--- src/sv/fcd_pkg.sv ---
// Package: shared constants and types of the focuser command decoder.
`default_nettype none
package fcd_pkg;
    localparam int FRAME_LEN = 6;
    localparam logic [15:0] MAX_POS_RESET = 16'd9999;
    localparam int QUEUE_DEPTH = 2;

    localparam logic [3:0] RSP_INVALID = 4'd0;
    localparam logic [3:0] RSP_BANG    = 4'd1;
    localparam logic [3:0] RSP_FIXED   = 4'd2;
    localparam logic [3:0] RSP_MOVE    = 4'd3;
    localparam logic [3:0] RSP_POS     = 4'd4;
    localparam logic [3:0] RSP_TEMP    = 4'd5;
    localparam logic [3:0] RSP_CENTER  = 4'd6;
    localparam logic [3:0] RSP_DONE    = 4'd7;
    localparam logic [3:0] RSP_ZZZ     = 4'd8;
    localparam logic [3:0] RSP_WAKE    = 4'd9;
    localparam logic [3:0] RSP_COEFF   = 4'd10;
    localparam logic [3:0] RSP_SIGN    = 4'd11;
    localparam logic [3:0] RSP_END     = 4'd12;

    // classified command handed from front to back
    localparam logic [3:0] OP_PLAIN    = 4'd0;
    localparam logic [3:0] OP_MOVE_IN  = 4'd1;
    localparam logic [3:0] OP_MOVE_OUT = 4'd2;
    localparam logic [3:0] OP_POS      = 4'd3;
    localparam logic [3:0] OP_TEMP     = 4'd4;
    localparam logic [3:0] OP_SETC     = 4'd5;
    localparam logic [3:0] OP_READC    = 4'd6;
    localparam logic [3:0] OP_SIGN     = 4'd7;
    localparam logic [3:0] OP_SETSIGN  = 4'd8;

    typedef struct packed {
        logic [3:0]         op;
        logic [3:0]         code;
        logic               letter;
        logic signed [17:0] count;
        logic [7:0]         last_byte;
        logic [15:0]        mpos;
        logic signed [11:0] temp;
    } cmd_t;
endpackage
`default_nettype wire

--- src/sv/fcd_front.sv ---
// Front: frame collection, folding, classification, one byte of number parse per cycle.
`default_nettype none
module fcd_front
    import fcd_pkg::*;
(
    input  wire logic        clk,
    input  wire logic        rst_n,
    input  wire logic        in_valid,
    output logic             in_ready,
    input  wire logic [7:0]  rx_byte,
    input  wire logic [15:0] motor_position,
    input  wire logic [11:0] temperature_tenths,
    output logic             cmd_valid,
    input  wire logic        cmd_ready,
    output cmd_t             cmd
);
    localparam logic [1:0] S_IDLE = 2'd0, S_PARSE = 2'd1, S_PUSH = 2'd2;

    logic [1:0]  state_reg, state_next;
    logic        active_reg;
    logic [2:0]  index_reg;
    logic [7:0]  buf_reg [FRAME_LEN];
    logic [7:0]  fold [FRAME_LEN];
    cmd_t        cmd_reg;
    logic [2:0]  pos_reg;
    logic [1:0]  phase_reg;   // 0 blanks, 1 sign taken/digits, 2 done
    logic        neg_reg;
    logic [17:0] acc_reg;
    logic [7:0]  pb;

    function automatic logic eq6(input logic [7:0] f [FRAME_LEN], input logic [47:0] t);
        logic r;
        r = 1'b1;
        for (int k = 0; k < FRAME_LEN; k++)
            if (f[k] != t[47-8*k -: 8]) r = 1'b0;
        return r;
    endfunction

    always_comb
    begin
        logic z;
        z = 1'b0;
        for (int k = 0; k < FRAME_LEN; k++)
        begin
            if (buf_reg[k] == 8'd0) z = 1'b1;
            fold[k] = z ? 8'd0 : buf_reg[k];
            if (fold[k] >= "a" && fold[k] <= "z") fold[k] = fold[k] - 8'd32;
        end
    end

    assign in_ready  = (state_reg == S_IDLE);
    assign cmd_valid = (state_reg == S_PUSH);
    assign pb        = fold[pos_reg];

    // count comes straight from the parse registers, settled by the push cycle
    always_comb
    begin
        cmd       = cmd_reg;
        cmd.count = neg_reg ? -$signed(acc_reg) : $signed(acc_reg);
    end

    always_ff @(posedge clk or negedge rst_n)
    begin
        if (!rst_n)
        begin
            state_reg  <= S_IDLE;
            active_reg <= 1'b0;
            index_reg  <= 3'd0;
        end
        else
        begin
            state_reg <= state_next;
            if (in_valid && in_ready)
            begin
                if (!active_reg)
                begin
                    if (rx_byte == "F")
                    begin
                        active_reg <= 1'b1;
                        index_reg  <= 3'd1;
                    end
                end
                else if (index_reg == 3'd5 || (index_reg == 3'd4 && buf_reg[0] == "F" &&
                         buf_reg[1] == "H" && buf_reg[2] == "O" && buf_reg[3] == "M" &&
                         rx_byte == "E"))
                begin
                    active_reg <= 1'b0;
                    index_reg  <= 3'd0;
                end
                else
                    index_reg <= index_reg + 3'd1;
            end
        end
    end

    always_comb
    begin
        state_next = state_reg;
        case (state_reg)
            S_IDLE:
            begin
                if (in_valid && active_reg)
                begin
                    if (index_reg == 3'd5) state_next = S_PARSE;
                    else if (index_reg == 3'd4 && buf_reg[0] == "F" && buf_reg[1] == "H" &&
                             buf_reg[2] == "O" && buf_reg[3] == "M" && rx_byte == "E")
                        state_next = S_PUSH;
                end
            end
            S_PARSE: if (pos_reg == 3'd5) state_next = S_PUSH;
            S_PUSH:  if (cmd_ready) state_next = S_IDLE;
            default: state_next = S_IDLE;
        endcase
    end

    always_ff @(posedge clk)
    begin
        if (state_reg == S_IDLE && in_valid)
        begin
            if (!active_reg) buf_reg[0] <= rx_byte;
            else buf_reg[index_reg] <= rx_byte;
            cmd_reg.mpos     <= motor_position;
            cmd_reg.temp     <= temperature_tenths;
            cmd_reg.op       <= OP_PLAIN;
            cmd_reg.code     <= RSP_DONE;
            cmd_reg.letter   <= 1'b0;
            cmd_reg.count    <= '0;
            phase_reg        <= 2'd0;
            neg_reg          <= 1'b0;
            acc_reg          <= '0;
        end
        if (state_reg == S_PARSE)
        begin
            if (pos_reg == 3'd0)
            begin
                // classify on the folded frame, then parse from the tail start
                cmd_reg.letter <= (fold[5] == "B");
                cmd_reg.last_byte <= fold[5];
                cmd_reg.op <= OP_PLAIN;
                pos_reg <= 3'd2;
                if (eq6(fold, "FMMODE")) cmd_reg.code <= RSP_BANG;
                else if (eq6(fold, "FAMODE") || eq6(fold, "FBMODE")) cmd_reg.code <= RSP_FIXED;
                else if (fold[0] == "F" && (fold[1] == "I" || fold[1] == "O"))
                begin
                    cmd_reg.code <= RSP_MOVE;
                    cmd_reg.op <= (fold[1] == "I") ? OP_MOVE_IN : OP_MOVE_OUT;
                end
                else if (eq6(fold, "FPOSRO")) begin cmd_reg.code <= RSP_POS; cmd_reg.op <= OP_POS; end
                else if (eq6(fold, "FTMPRO")) begin cmd_reg.code <= RSP_TEMP; cmd_reg.op <= OP_TEMP; end
                else if (eq6(fold, "FCENTR")) cmd_reg.code <= RSP_CENTER;
                else if (fold[0] == "F" && fold[1] == "L" && (fold[2] == "A" || fold[2] == "B"))
                begin
                    cmd_reg.code <= RSP_DONE;
                    cmd_reg.op <= OP_SETC;
                    pos_reg <= 3'd3;
                end
                else if (eq6(fold, "FSLEEP")) cmd_reg.code <= RSP_ZZZ;
                else if (eq6(fold, "FWCXXX") || eq6(fold, "FWAKEE") || eq6(fold, "FWAKUP"))
                    cmd_reg.code <= RSP_WAKE;
                else if (eq6(fold, "FREADA") || eq6(fold, "FREADB"))
                begin cmd_reg.code <= RSP_COEFF; cmd_reg.op <= OP_READC; end
                else if ((fold[0] == "F" && fold[1] == "Q" && fold[2] == "U" && fold[3] == "I" &&
                          fold[4] == "T") ||
                         (fold[0] == "F" && fold[1] == "D" && (fold[2] == "A" || fold[2] == "B")))
                    cmd_reg.code <= RSP_DONE;
                else if (eq6(fold, "FFMODE")) cmd_reg.code <= RSP_END;
                else if (fold[0] == "F" && fold[1] == "T")
                begin cmd_reg.code <= RSP_SIGN; cmd_reg.op <= OP_SIGN; end
                else if (fold[0] == "F" && fold[1] == "Z" && (fold[2] == "A" || fold[2] == "B"))
                begin cmd_reg.code <= RSP_DONE; cmd_reg.op <= OP_SETSIGN; end
                else cmd_reg.code <= RSP_INVALID;
            end
            else
            begin
                if (phase_reg == 2'd0 && (pb == " " || (pb >= 8'd9 && pb <= 8'd13))) ;
                else if (phase_reg == 2'd0 && (pb == "+" || pb == "-"))
                begin
                    neg_reg <= (pb == "-");
                    phase_reg <= 2'd1;
                end
                else if (phase_reg != 2'd2 && pb >= "0" && pb <= "9")
                begin
                    acc_reg <= 18'((acc_reg << 3) + (acc_reg << 1) + {10'd0, pb - "0"});
                    phase_reg <= 2'd1;
                end
                else phase_reg <= 2'd2;
                pos_reg <= pos_reg + 3'd1;
            end
            if (pos_reg == 3'd5) ;
        end
        if (state_reg == S_IDLE && in_valid) pos_reg <= 3'd0;
    end
endmodule
`default_nettype wire

--- src/sv/fcd_queue.sv ---
// Short FIFO between front and back.
`default_nettype none
module fcd_queue
    import fcd_pkg::*;
#(
    parameter int DEPTH = QUEUE_DEPTH
)
(
    input  wire logic clk,
    input  wire logic rst_n,
    input  wire logic wr_valid,
    output logic      wr_ready,
    input  cmd_t      wr_data,
    output logic      rd_valid,
    input  wire logic rd_ready,
    output cmd_t      rd_data
);
    localparam int AW = (DEPTH > 1) ? $clog2(DEPTH) : 1;
    cmd_t mem [DEPTH];
    logic [AW-1:0] wp_reg, rp_reg;
    logic [AW:0]   cnt_reg;

    assign wr_ready = (cnt_reg != (AW+1)'(DEPTH));
    assign rd_valid = (cnt_reg != '0);
    assign rd_data  = mem[rp_reg];

    always_ff @(posedge clk)
        if (wr_valid && wr_ready) mem[wp_reg] <= wr_data;

    always_ff @(posedge clk or negedge rst_n)
    begin
        if (!rst_n)
        begin
            wp_reg <= '0; rp_reg <= '0; cnt_reg <= '0;
        end
        else
        begin
            if (wr_valid && wr_ready)
                wp_reg <= (wp_reg == AW'(DEPTH-1)) ? '0 : wp_reg + 1'b1;
            if (rd_valid && rd_ready)
                rp_reg <= (rp_reg == AW'(DEPTH-1)) ? '0 : rp_reg + 1'b1;
            cnt_reg <= cnt_reg + (AW+1)'(wr_valid && wr_ready) - (AW+1)'(rd_valid && rd_ready);
        end
    end
endmodule
`default_nettype wire

--- src/sv/fcd_back.sv ---
// Back: target and coefficient state, result register.
`default_nettype none
module fcd_back
    import fcd_pkg::*;
(
    input  wire logic        clk,
    input  wire logic        rst_n,
    input  wire logic [15:0] max_position,
    input  wire logic        cmd_valid,
    output logic             cmd_ready,
    input  cmd_t             cmd,
    output logic             out_valid,
    input  wire logic        out_ready,
    output logic [39:0]      out_data
);
    logic [15:0]        target_reg;
    logic signed [10:0] coeff_reg;
    logic               valid_reg;
    logic [3:0]         code_reg;
    logic [16:0]        value_reg;
    logic               letter_reg, move_reg;
    logic [15:0]        mtgt_reg;
    logic signed [19:0] t;
    logic [15:0]        new_t;
    logic signed [11:0] negc;

    assign cmd_ready = !valid_reg || out_ready;
    assign out_valid = valid_reg;
    assign out_data  = {1'b0, mtgt_reg, move_reg, letter_reg, value_reg, code_reg};

    always_comb
    begin
        if (cmd.op == OP_MOVE_IN) t = $signed({4'd0, target_reg}) - 20'(cmd.count);
        else t = $signed({4'd0, target_reg}) + 20'(cmd.count);
        if (cmd.op == OP_MOVE_IN && t > 20'sd65535) new_t = 16'hFFFF;
        else if (cmd.op != OP_MOVE_IN && t > $signed({4'd0, max_position})) new_t = max_position;
        else if (t < 0) new_t = 16'd0;
        else new_t = t[15:0];
        negc = -12'(coeff_reg);
    end

    always_ff @(posedge clk or negedge rst_n)
    begin
        if (!rst_n)
        begin
            valid_reg  <= 1'b0;
            target_reg <= '0;
            coeff_reg  <= '0;
        end
        else
        begin
            if (cmd_valid && cmd_ready)
            begin
                valid_reg <= 1'b1;
                if (cmd.op == OP_MOVE_IN || cmd.op == OP_MOVE_OUT) target_reg <= new_t;
                if (cmd.op == OP_SETC) coeff_reg <= cmd.count[10:0];
                if (cmd.op == OP_SETSIGN &&
                    ((cmd.last_byte == "1" && coeff_reg > 0) ||
                     (cmd.last_byte == "0" && coeff_reg < 0)))
                    coeff_reg <= (negc > 12'sd1023) ? 11'sd1023 : negc[10:0];
            end
            else if (out_ready)
                valid_reg <= 1'b0;
        end
    end

    always_ff @(posedge clk)
    begin
        if (cmd_valid && cmd_ready)
        begin
            code_reg   <= cmd.code;
            letter_reg <= (cmd.op == OP_READC || cmd.op == OP_SIGN) ? cmd.letter : 1'b0;
            move_reg   <= (cmd.op == OP_MOVE_IN || cmd.op == OP_MOVE_OUT);
            mtgt_reg   <= (cmd.op == OP_MOVE_IN || cmd.op == OP_MOVE_OUT) ? new_t : 16'd0;
            case (cmd.op)
                OP_POS:   value_reg <= {1'b0, cmd.mpos};
                OP_TEMP:  value_reg <= 17'(cmd.temp);
                OP_READC: value_reg <= 17'(coeff_reg);
                OP_SIGN:  value_reg <= {16'd0, coeff_reg[10]};
                default:  value_reg <= '0;
            endcase
        end
    end
endmodule
`default_nettype wire

--- src/sv/focuser_command_decoder_unit.sv ---
// Top level of the focuser command decoder.
// Channels: s_axis takes one serial byte per transaction with motor position
// and temperature; m_axis returns one response per closed frame.
// An 'F' opens a frame; it closes after six bytes, or five spelling FHOME.
// Non-closing bytes leave s_axis_tready high. After the closing byte of a six-byte
// frame the front holds s_axis_tready low while it classifies, parses the number
// on the tail and hands off to the queue; the response then passes the queue and
// the back's result register to m_axis. FHOME skips classify and parse.
// A two-entry queue separates front and back, and the back holds one result
// register, so the front keeps taking bytes while a response waits.
// When m_axis stalls, the queue fills and then s_axis_tready drops.
// Reset clears frame, target, coefficient and sets max_position to 9999.
// cfg_we writes max_position from cfg_wdata; write only while idle.
`default_nettype none
module focuser_command_decoder_unit
    import fcd_pkg::*;
#(
    parameter int QDEPTH = QUEUE_DEPTH
)
(
    input  wire logic        clk,
    input  wire logic        rst_n,
    input  wire logic        cfg_we,
    input  wire logic [15:0] cfg_wdata,
    input  wire logic        s_axis_tvalid,
    output logic             s_axis_tready,
    // rx_byte[7:0], motor_position[23:8], temperature_tenths[35:24]
    input  wire logic [39:0] s_axis_tdata,
    output logic             m_axis_tvalid,
    input  wire logic        m_axis_tready,
    // response_code[3:0], response_value[20:4], coeff_letter[21],
    // move_start[22], move_target[38:23]
    output logic [39:0]      m_axis_tdata
);
    logic [15:0] maxp_reg;
    cmd_t f_cmd, q_cmd;
    logic f_valid, f_ready, q_valid, q_ready;

    always_ff @(posedge clk or negedge rst_n)
    begin
        if (!rst_n) maxp_reg <= MAX_POS_RESET;
        else if (cfg_we) maxp_reg <= cfg_wdata;
    end

    fcd_front u_front (
        .clk, .rst_n,
        .in_valid(s_axis_tvalid), .in_ready(s_axis_tready),
        .rx_byte(s_axis_tdata[7:0]), .motor_position(s_axis_tdata[23:8]),
        .temperature_tenths(s_axis_tdata[35:24]),
        .cmd_valid(f_valid), .cmd_ready(f_ready), .cmd(f_cmd)
    );

    fcd_queue #(.DEPTH(QDEPTH)) u_queue (
        .clk, .rst_n,
        .wr_valid(f_valid), .wr_ready(f_ready), .wr_data(f_cmd),
        .rd_valid(q_valid), .rd_ready(q_ready), .rd_data(q_cmd)
    );

    fcd_back u_back (
        .clk, .rst_n, .max_position(maxp_reg),
        .cmd_valid(q_valid), .cmd_ready(q_ready), .cmd(q_cmd),
        .out_valid(m_axis_tvalid), .out_ready(m_axis_tready), .out_data(m_axis_tdata)
    );
endmodule
`default_nettype wire
--- config.mk ---
export PLATFORM = sky130hd
export DESIGN_NAME = focuser_command_decoder_unit
export DESIGN_NICKNAME = d
export VERILOG_FILES = /design/src/sv/fcd_pkg.sv /design/src/sv/fcd_front.sv /design/src/sv/fcd_queue.sv /design/src/sv/fcd_back.sv /design/src/sv/focuser_command_decoder_unit.sv
export SDC_FILE = /design/constraint.sdc
export NUM_CORES = 1
export LEC_CHECK = 0
export BUFFER_PORTS_ARGS = -buffer_cell sky130_fd_sc_hd__buf_4
export CORE_UTILIZATION = 62
export DETAILED_ROUTE_END_ITERATION = 6
export PLACE_DENSITY = 0.81
export SLEW_MARGIN = 25
export SYNTH_ARGS = -nofsm -noshare
export SYNTH_HDL_FRONTEND = slang
export SYNTH_SLANG_ARGS = --single-unit
export TNS_END_PERCENT = 20
--- constraint.sdc ---
create_clock -name clk -period 7.86 [get_ports clk]
set_input_delay 0.786 -clock clk [delete_from_list [all_inputs] [get_ports clk]]
set_output_delay 0.786 -clock clk [all_outputs]
set_load 0.01 [all_outputs]
==> results of run 1 <==
power breakdown:
group,total (mW),internal (mW),leakage (nW),switching (mW)
clock,1.61,0.913,0.553,0.693
sequential,2.28,2.11,3.21,0.165
combinational,2.10,0.846,4.15,1.25
worst paths after layout:
kind,start,end,cells after the start
max,u_front.buf_reg[3][3],u_front.acc_reg[17],22
min,rst_n,maxp_reg[6],1
max reg2reg,u_front.buf_reg[3][3],u_front.acc_reg[17],22
min reg2reg,u_front.cmd[16],u_queue.mem[1][16],0
max in group asynchronous,rst_n,u_queue.rp_reg,1
min in group clk,s_axis_tdata[9],u_front.cmd[13],1
kinds of logic after synthesis:
group                      Yosys count
AOI/OAI and AO/OA                  408
xor gates and xnor gates            70
adders and majority gates           86
buffers and inverters              160
DFF                                336
muxes                               79
other                                1
and+or+nand+nor                    584
cells in the final DEF (no fill, tap or decap), drive strengths merged, types with 16 or more instances in the layout:
cell type,Yosys,final
dfrtp,46,46
xor2,28,28
buf,32,119
mux2i,71,71
nand3,54,54
o211ai,33,33
ha,79,79
nor3,49,49
o21ai,96,96
xnor2,42,42
edfxtp,249,249
o2111ai,24,24
dfxtp,33,33
inv,78,79
clkinv,2,19
nand2b,32,32
a21o,26,26
nor4,27,27
or3,23,23
nor2,108,108
nand4,37,37
clkbuf,48,45
a21oi,77,77
nand2,146,146
a31oi,16,16
through the flow:
step	area (µm²)	power, mW
CTS	20800	5.97
detailed placement	19600	4.37
global route	20800	6.28
finish	20800	5.98
global placement	19600	4.29
floorplan	18600	3.76
area by class of cell:
| cell class | count | area [µm²] |
|---|---|---|
| clock buffer | 45 | 965 |
| clock inverter | 20 | 161 |
| inverter | 80 | 300 |
| sequential | 336 | 9500 |
| fill | 2111 | 8780 |
| tap | 390 | 488 |
| multi-input combinational | 1228 | 8460 |
| timing repair buffer | 119 | 893 |
metal layers:
| layer | share of wire [%] | up-vias |
|---|---|---|
| met2 | 49 | 536 |
| met5 | 0 | - |
| li1 | - | 6715 |
| met1 | 41 | 6886 |
| met4 | 3.7 | 0 |
| met3 | 5.7 | 109 |
==> qor.txt, run 1 <==
Synth area leaders - edfxtp_1 40%, dfrtp_1 6.2%, ha_1 5.3%, mux2i_1 3.8%, dfxtp_1 3.6%
Netlist cell types - 97
hpwl dp - 32.4 mm
post-synthesis register bit count - 336
HP Class - primary input to asynchronous set/reset pin
Compound-Gate Fraction of Synth Area - 15.3%
family with the most delay on the worst path - simple AND/OR/NAND/NOR gates
Final GP Congestion - 0.983
share of the synthesized area in the top cell type - 40.2%
Worst EP required - 8260 ps
Total GRT Usage - 29.5%
DR iter-0 viols - 1147
RSZ-0062 raised after global routing - no
ratio of cells with drive above 1 in the final layout - 12.8%
Async S/R FF share, synth - 16.1%
total grt overflow - 0
Clock Skew - 10.8 ps
slowest stage cell, crit path - o41ai_1
Post-Synth XOR/XNOR Area - 3.30%
syn_area_per_cell - 10.8 µm²
Period minus WS final - 6840 ps
Die Wd - 175 µm
vias per std cell - 6.42
Post-synth top cells - 249 x edfxtp_1, 146 x nand2_1, 107 x nor2_1
CP cell instances - or4_1, nor3_1, nand2_1, and3_1, nand2_1, ha_1, nand2b_1, o21ai_0, nor4b_1, nor4_4, o21ai_0, xor2_1, fa_1, inv_1, ha_1, a2111oi_0, o31ai_1, o41ai_1, o2111ai_1, a21oi_1, xnor2_1, mux2i_1
site row count - 63
PortBufs - 97
max reg flops - 126
busiest metal layer after global routing - met2
Final Hold Fails - 0
Global Route met2 Usage - 51.0%
initial antenna violation count - 0
Slew Limit Fails - 0
setup ws final - 1020 ps
first-pass GRT wire length - 72.3 mm
largest net degree at the start of global routing - 64
worst slew pin tran - 1050 ps
main combinational cell family by area after synthesis - simple AND/OR/NAND/NOR gates
Nets - 1948
CP peak stage delay - 660 ps
post_cts resized - 0
Via Count - 14200
outcome - complete, no violations
Final period util - 87.0%
H-tree levels - 2
worst slack, placed - 1090 ps
Final Core Density - 70.3%
mean routed wirelength per cell - 20.4 µm
CP startpoint kind - flip-flop
Post-Syn Area - 18600 µm²
Synth warnings - 0
max-cap check violation count - 0
clock-pin slew on the worst setup and hold paths - 60 ps
First-pass DRT Iterations - 6
endpoints failing setup - 0
adder-cell area share of the yosys netlist - 6.07%
hold_ws - 334 ps
die area - 30700 µm²
synthesized instance count - 1724
post-synthesis simple-gate area fraction - 16.4%
Critical Path AT - 7230 ps
n_diodes - 0
vias in the first global route - 14100
Initial Util - 62.9%
worst vdd ir - 0.191 mV
Pleak - 7.91 nW
Root Buffer - clkbuf_16
setup TNS - 0 ps
Post-synth EDFFs - 249
Slew HR - 29.8%
cell taking the most area after synthesis - edfxtp_1
Routed Antenna Nets - 0
max frequency - 0.146 GHz
post-synthesis mux area share - 4.31%
kind of critical path - flip-flop to flip-flop
grt met1 use - 37.6%
cts hold-fix bufs - 0
final routed DRC violation total - 0
die span in y - 175 µm
pwr dens - 288 nW/µm²
CTS Buf Count - 36
Crit Path Max Fanout - 13
Routed WL - 45.2 mm
met3 usage - 3.94%
WP buf/inv - 1
fin cells - 2218
io pins - 103
core area - 29600 µm²
Num Clock Sinks - 336
Worst Setup End Kind - flip-flop
most frequent cell after synthesis - edfxtp_1
sequential share of the synthesized area - 51.1%
CTS tree - done
syn nets - 1871
# placed instances - 2153
Top FF cell, synth - edfxtp_1
flop2flop setup slack - 1020 ps
Post CTS Setup Buffer Count - 0
clock latency on the worst-skew pair - 520 ps
Layout area overhead - 11.7%
Clock Path Buffers - 3
Note: power is estimated with default switching activity, not from simulation.
==> inputs of run 2 (changes only) <==
--- a/config.mk
+++ b/config.mk
@@ -6,9 +6,9 @@
 export NUM_CORES = 1
 export LEC_CHECK = 0
 export BUFFER_PORTS_ARGS = -buffer_cell sky130_fd_sc_hd__buf_4
-export CORE_UTILIZATION = 62
+export CORE_UTILIZATION = 67
 export DETAILED_ROUTE_END_ITERATION = 6
-export PLACE_DENSITY = 0.81
+export PLACE_DENSITY = 0.86
 export SLEW_MARGIN = 25
 export SYNTH_ARGS = -nofsm -noshare
 export SYNTH_HDL_FRONTEND = slang
==> constraint.sdc (replaced) <==
create_clock -name clk -period 8.8 [get_ports clk]
set_input_delay 0.88 -clock clk [delete_from_list [all_inputs] [get_ports clk]]
set_output_delay 0.88 -clock clk [all_outputs]
set_load 0.01 [all_outputs]
==> run 2 against run 1 <==
Net effect: count of clock-buffer cells in the layout rose by 8; sequential power fell by 11%; clock power fell by 9%; largest cell class unchanged; largest power group unchanged.
==> qor.txt, run 2 (synthesized netlist as in run 1, its figures left out) <==
Clock Path Buffers - 3 (unchanged)
Worst EP required - 9020 ps (+760 ps)
Critical Path AT - 7510 ps (+280 ps)
kind of critical path - flip-flop to flip-flop
Clock Skew - 14.2 ps (+3.37 ps)
Total GRT Usage - 32.9% (+3.3 points)
First-pass DRT Iterations - 6 (unchanged)
die area - 28400 µm² (-7.4%)
Routed Antenna Nets - 0 (unchanged)
slowest stage cell, crit path - nor2_1
core area - 27100 µm² (-8.3%)
worst slew pin tran - 1080 ps (+32.7 ps)
r2r worst-path depth - 23 (+4.5%)
Slew Limit Fails - 0 (unchanged)
Final GP Congestion - 0.945 (-3.9%)
DR iter-0 viols - 1463 (+28%)
worst reg2reg startpoint - u_queue.rp_reg
n_diodes - 0 (unchanged)
busiest metal layer after global routing - met2
post_cts resized - 0 (unchanged)
CTS Buf Count - 36 (unchanged)
clock-pin slew on the worst setup and hold paths - 60 ps (about the same)
outcome - complete, no violations
max frequency - 0.137 GHz (-6.2%)
Initial Util - 68.6% (+5.7 points)
Pleak - 7.89 nW (-0.29%)
met3 usage - 3.95% (+0.013 points)
vias per std cell - 6.59 (+2.6%)
first-pass GRT wire length - 73.6 mm (+1.8%)
clock latency on the worst-skew pair - 530 ps (about the same)
setup ws final - 1510 ps (+484 ps)
mean routed wirelength per cell - 21.0 µm (+2.7%)
pwr dens - 247 nW/µm² (-14%)
Worst R2R End - u_back.mtgt_reg[9]
RSZ-0062 raised after global routing - no
CP peak stage delay - 910 ps (+250 ps)
Final period util - 82.8% (-4.1 points)
Crit Path Max Fanout - 58 (+45)
Routed WL - 46.0 mm (+1.8%)
initial antenna violation count - 0 (unchanged)
H-tree levels - 2 (unchanged)
io pins - 103 (unchanged)
Pwr Total - 5.13 mW (-14%)
Post CTS Setup Buffer Count - 0 (unchanged)
max-cap check violation count - 0 (unchanged)
cts hold-fix bufs - 0 (unchanged)
Top cell by count, worst path - a21oi_1
Period minus WS final - 7290 ps (+456 ps)
Post-DP Area - 19600 µm² (-0.23%)
Design Area, Final - 20700 µm² (-0.12%)
ratio of cells with drive above 1 in the final layout - 12.5% (-0.25 points)
hpwl dp - 33.0 mm (+1.7%)
die span in y - 169 µm (-3.8%)
Global Route met2 Usage - 58.6% (+7.5 points)
commonest non-fill, non-tap cell in the layout - edfxtp_1
CTS tree - done
Root Buffer - clkbuf_16
total grt overflow - 0 (unchanged)
fin cells - 2197 (-0.95%)
Via Count - 14500 (+1.7%)
most frequent cells in the layout - 249 x edfxtp_1, 146 x nand2_1, 116 x buf_4
CP cell instances - mux2i_1, nand2_1, nor2_2, nor2_1, a21oi_1, inv_1, ha_1, nor2b_1, o31a_1, o211ai_1, a21oi_1, a21o_1, a21oi_1, xnor2_1, ha_1, nand4_1, nor3_1, o21ai_0, a21oi_1, a21oi_1, a21o_1, nor2_1, o211ai_1
HP Class - primary input to asynchronous set/reset pin
site row count - 60 (-4.8%)
PortBufs - 97 (unchanged)
setup TNS - 0 ps (unchanged)
# placed instances - 2132 (-0.98%)
max reg flops - 126 (unchanged)
fillcell total - 1734 (-18%)
endpoints failing setup - 0 (unchanged)
Die Wd - 169 µm (-3.8%)
CP startpoint kind - flip-flop
largest net degree at the start of global routing - 64 (unchanged)
worst slack, placed - 1420 ps (+330 ps)
Layout area overhead - 11.6%
Nets - 1945 (-0.15%)
worst vdd ir - 0.181 mV (-5.3%)
Slew HR - 27.6% (-2.2 points)
Final Hold Fails - 0 (unchanged)
flop2flop setup slack - 1510 ps (+480 ps)
final routed DRC violation total - 0 (unchanged)
vias in the first global route - 14200 (+1.1%)
Num Clock Sinks - 336 (unchanged)
grt met1 use - 40.6% (+3.0 points)
Worst Setup End Kind - flip-flop
-- run 2: cell type report --
cell class / instances / area [µm²] / area share, %
Tap cell: 372 / 465 / 2.24
Timing Repair Buffer: 116 / 871 / 4.20
Clock inverter: 12 / 128 / 0.615
Multi-Input combinational cell: 1228 / 8470 / 40.8
Sequential cell: 336 / 9500 / 45.8
Inverter: 80 / 300 / 1.45
Clock buffer: 53 / 1020 / 4.90
-- run 2: per-stage QoR --
| step | hold slack, ps | utilization (%) |
|---|---|---|
| after floorplan | 421 | - |
| after global placement | 423 | 72.3 |
| after detailed placement | 430 | 72.3 |
| after CTS | 435 | 76.5 |
| after global routing | 445 | 76.6 |
| final | 435 | 76.6 |
-- run 2: how the worst max path moves through the flow --
stage / startpoint / to / slack (ps)
finish: u_queue.rp_reg / u_back.mtgt_reg[9] / 1510
global route: u_queue.rp_reg / u_back.mtgt_reg[8] / 950
CTS: u_queue.rp_reg / u_back.mtgt_reg[9] / 1390
detailed placement: u_queue.rp_reg / u_back.mtgt_reg[9] / 1420
global placement: u_queue.rp_reg / u_back.mtgt_reg[11] / 1630
floorplan: u_queue.rp_reg / u_back.mtgt_reg[15] / 2410
-- run 2: report_power, final --
group	total, mW	internal, mW	switching (mW)
sequential	2.04	1.88	0.160
combinational	1.63	0.667	0.962
clock	1.46	0.842	0.616
total	5.13	3.39	1.74
-- run 2: per-layer routing --
layer / wire [µm] / up-vias
met1: 18300 / 7011
met4: 1920 / 0
met3: 2690 / 142
met2: 23200 / 641
li1: - / 6691
met5: 0 / -
-- run 2: critical path, delay by kind of cell, from the launching register on --
kind | cells | cell delay, ps
flip-flops | 1 | 850
AO/OA/AOI/OAI | 11 | 2430
buffers and inverters | 1 | 80
AND/OR/NAND/NOR | 7 | 2270
XOR/XNOR | 1 | 150
multiplexers | 1 | 580
adder cells (fa/ha/maj) | 2 | 600
==> inputs of run 3 (changes only) <==
--- a/config.mk
+++ b/config.mk
@@ -6,9 +6,9 @@
 export NUM_CORES = 1
 export LEC_CHECK = 0
 export BUFFER_PORTS_ARGS = -buffer_cell sky130_fd_sc_hd__buf_4
-export CORE_UTILIZATION = 67
+export CORE_UTILIZATION = 56
 export DETAILED_ROUTE_END_ITERATION = 6
-export PLACE_DENSITY = 0.86
+export PLACE_DENSITY = 0.77
 export SLEW_MARGIN = 25
 export SYNTH_ARGS = -nofsm -noshare
 export SYNTH_HDL_FRONTEND = slang
==> constraint.sdc (replaced) <==
create_clock -name clk -period 6.3 [get_ports clk]
set_input_delay 0.63 -clock clk [delete_from_list [all_inputs] [get_ports clk]]
set_output_delay 0.63 -clock clk [all_outputs]
set_load 0.01 [all_outputs]
==> run 3 against run 2 <==
Net effect: count of clock-buffer cells in the layout fell by 9; cell area rose by 2.0%; non-clock buffer count rose by 29; critical endpoint is now u_front.acc_reg[17]; total power rose by 50%; worst hold slack got worse by 280 ps; clock skew rose by 4.8 ps; largest power group unchanged; largest cell class unchanged; combinational power rose by 66%; wire length rose by 0.26%.
==> qor.txt, run 3 (synthesized netlist as in run 1, its figures left out) <==
outcome - complete, no violations
Initial Util - 57.0% (-12 points)
vias per std cell - 6.20 (-6.0%)
max frequency - 0.169 GHz (+23%)
Worst EP required - 6710 ps (-2310 ps)
worst vdd ir - 0.239 mV (+32%)
CTS tree - done
Final period util - 94.0% (+11 points)
Final Hold Fails - 0 (unchanged)
final routed DRC violation total - 0 (unchanged)
ratio of cells with drive above 1 in the final layout - 14.5% (+2.0 points)
Clock Skew - 19.1 ps (+4.84 ps)
HP Class - primary input to asynchronous set/reset pin
First-pass DRT Iterations - 5 (-1)
Total GRT Usage - 27.6% (-5.3 points)
grt met1 use - 35.5% (-5.1 points)
CTS Buf Count - 37 (+2.8%)
r2r worst-path depth - 23 (unchanged)
cts hold-fix bufs - 0 (unchanged)
commonest non-fill, non-tap cell in the layout - edfxtp_1
Critical Path AT - 6340 ps (-1170 ps)
n_diodes - 0 (unchanged)
site row count - 66 (+10%)
endpoints failing setup - 0 (unchanged)
Design Area, Final - 21200 µm² (+2.0%)
Slew Limit Fails - 0 (unchanged)
Crit Path Max Fanout - 10 (-83%)
setup ws final - 377 ps (-1130 ps)
max-cap check violation count - 0 (unchanged)
met3 usage - 3.95% (about the same)
max reg flops - 126 (unchanged)
Period minus WS final - 5920 ps (-1370 ps)
Worst Setup End Kind - flip-flop
setup TNS - 0 ps (unchanged)
DR iter-0 viols - 1067 (-27%)
worst slack, placed - 192 ps (-1230 ps)
PortBufs - 97 (unchanged)
slowest stage cell, crit path - edfxtp_1
Nets - 1975 (+1.5%)
Routed Antenna Nets - 0 (unchanged)
core area - 32600 µm² (+20%)
die area - 33900 µm² (+19%)
Post-DP Area - 19900 µm² (+1.4%)
CP peak stage delay - 570 ps (-340 ps)
worst reg2reg startpoint - u_front.buf_reg[2][0]
total grt overflow - 0 (unchanged)
Via Count - 14200 (-1.6%)
worst slew pin tran - 967 ps (-115 ps)
Num Clock Sinks - 336 (unchanged)
mean routed wirelength per cell - 20.1 µm (-4.2%)
Worst R2R End - u_front.acc_reg[17]
Die Wd - 184 µm (+9.3%)
first-pass GRT wire length - 72.9 mm (-0.87%)
most frequent cells in the layout - 249 x edfxtp_1, 146 x nand2_1, 145 x buf_4
clock-pin slew on the worst setup and hold paths - 60 ps (about the same)
Layout area overhead - 13.8%
Global Route met2 Usage - 46.4% (-12 points)
busiest metal layer after global routing - met2
largest net degree at the start of global routing - 64 (unchanged)
Pwr Total - 7.71 mW (+50%)
hpwl dp - 33.4 mm (+1.4%)
hold_ws - 151 ps (-284 ps)
vias in the first global route - 13600 (-4.5%)
clock latency on the worst-skew pair - 560 ps (+30 ps)
initial antenna violation count - 0 (unchanged)
Clock Path Buffers - 3 (unchanged)
io pins - 103 (unchanged)
Slew HR - 35.5% (+7.9 points)
die span in y - 184 µm (+9.3%)
pwr dens - 364 nW/µm² (+47%)
Root Buffer - clkbuf_16
CP cell instances - nor4_1, and2_1, nor3_1, and3_2, nand2_1, ha_1, nand2b_1, o21ai_0, nor4b_1, nor4_4, o21ai_0, xor2_1, fa_1, inv_1, ha_1, a2111oi_1, o31ai_1, o41ai_1, buf_4, o2111ai_1, a21oi_1, xnor2_1, mux2i_1
Pleak - 8.09 nW (+2.5%)
H-tree levels - 2 (unchanged)
flop2flop setup slack - 380 ps (-1130 ps)
Final GP Congestion - 0.955 (+1.1%)
CP startpoint kind - flip-flop
kind of critical path - flip-flop to flip-flop
Routed WL - 46.2 mm (+0.26%)
## run 3: area by class of cell
class | count | area [µm²]
Tap cell | 442 | 553
Sequential cell | 336 | 9500
Timing Repair Buffer | 145 | 1090
Clock inverter | 24 | 274
Multi-Input combinational cell | 1228 | 8480
Fill cell | 2519 | 11500
Clock buffer | 44 | 962
Inverter | 80 | 300
## run 3: timing repair
item,in CTS,in global routing
gates resized for setup,0,6
buffers inserted,0,3
setup endpoints to repair,0,34
## run 3: through the flow
stage / util, % / std cells
detailed placement: 60.9 / 2228
global route: 64.9 / 2299
global placement: 60.9 / 2228
floorplan: - / 1724
CTS: 64.7 / 2296
finish: 64.9 / 2299
## run 3: where the power goes
group	switching [mW]	internal, mW	total (mW)
clock network	0.914	1.28	2.19
logic	1.60	1.10	2.70
registers	0.175	2.64	2.81
total	2.69	5.02	7.71
## run 3: layer usage
layer	vias up	wire length, µm
met5	-	0
met2	481	22600
li1	6776	-
met3	117	2570
met1	6873	19200
met4	0	1790
## run 3: worst max-delay path by stage
stage                                startpoint                   to  slack [ps]  cells past startpoint
after CTS                        u_queue.rp_reg  u_back.mtgt_reg[15]         130                     24
after global placement    u_front.buf_reg[2][4]  u_front.acc_reg[17]         300                     23
after floorplan                  u_queue.rp_reg  u_back.mtgt_reg[15]         120                     28
final                     u_front.buf_reg[2][0]  u_front.acc_reg[17]         380                     23
after global routing             u_queue.rp_reg   u_back.mtgt_reg[1]         -20                     25
after detailed placement         u_queue.rp_reg  u_back.mtgt_reg[15]         190                     24
## run 3: critical path: cells and delay by family (launching register included)
family / cells / cell delay, ps
mux: 1 / 90
xor+xnor: 2 / 330
simple gates: 8 / 1770
flops: 1 / 570
buf+inv: 2 / 230
compound gates: 7 / 1760
fa+ha+maj: 3 / 1020
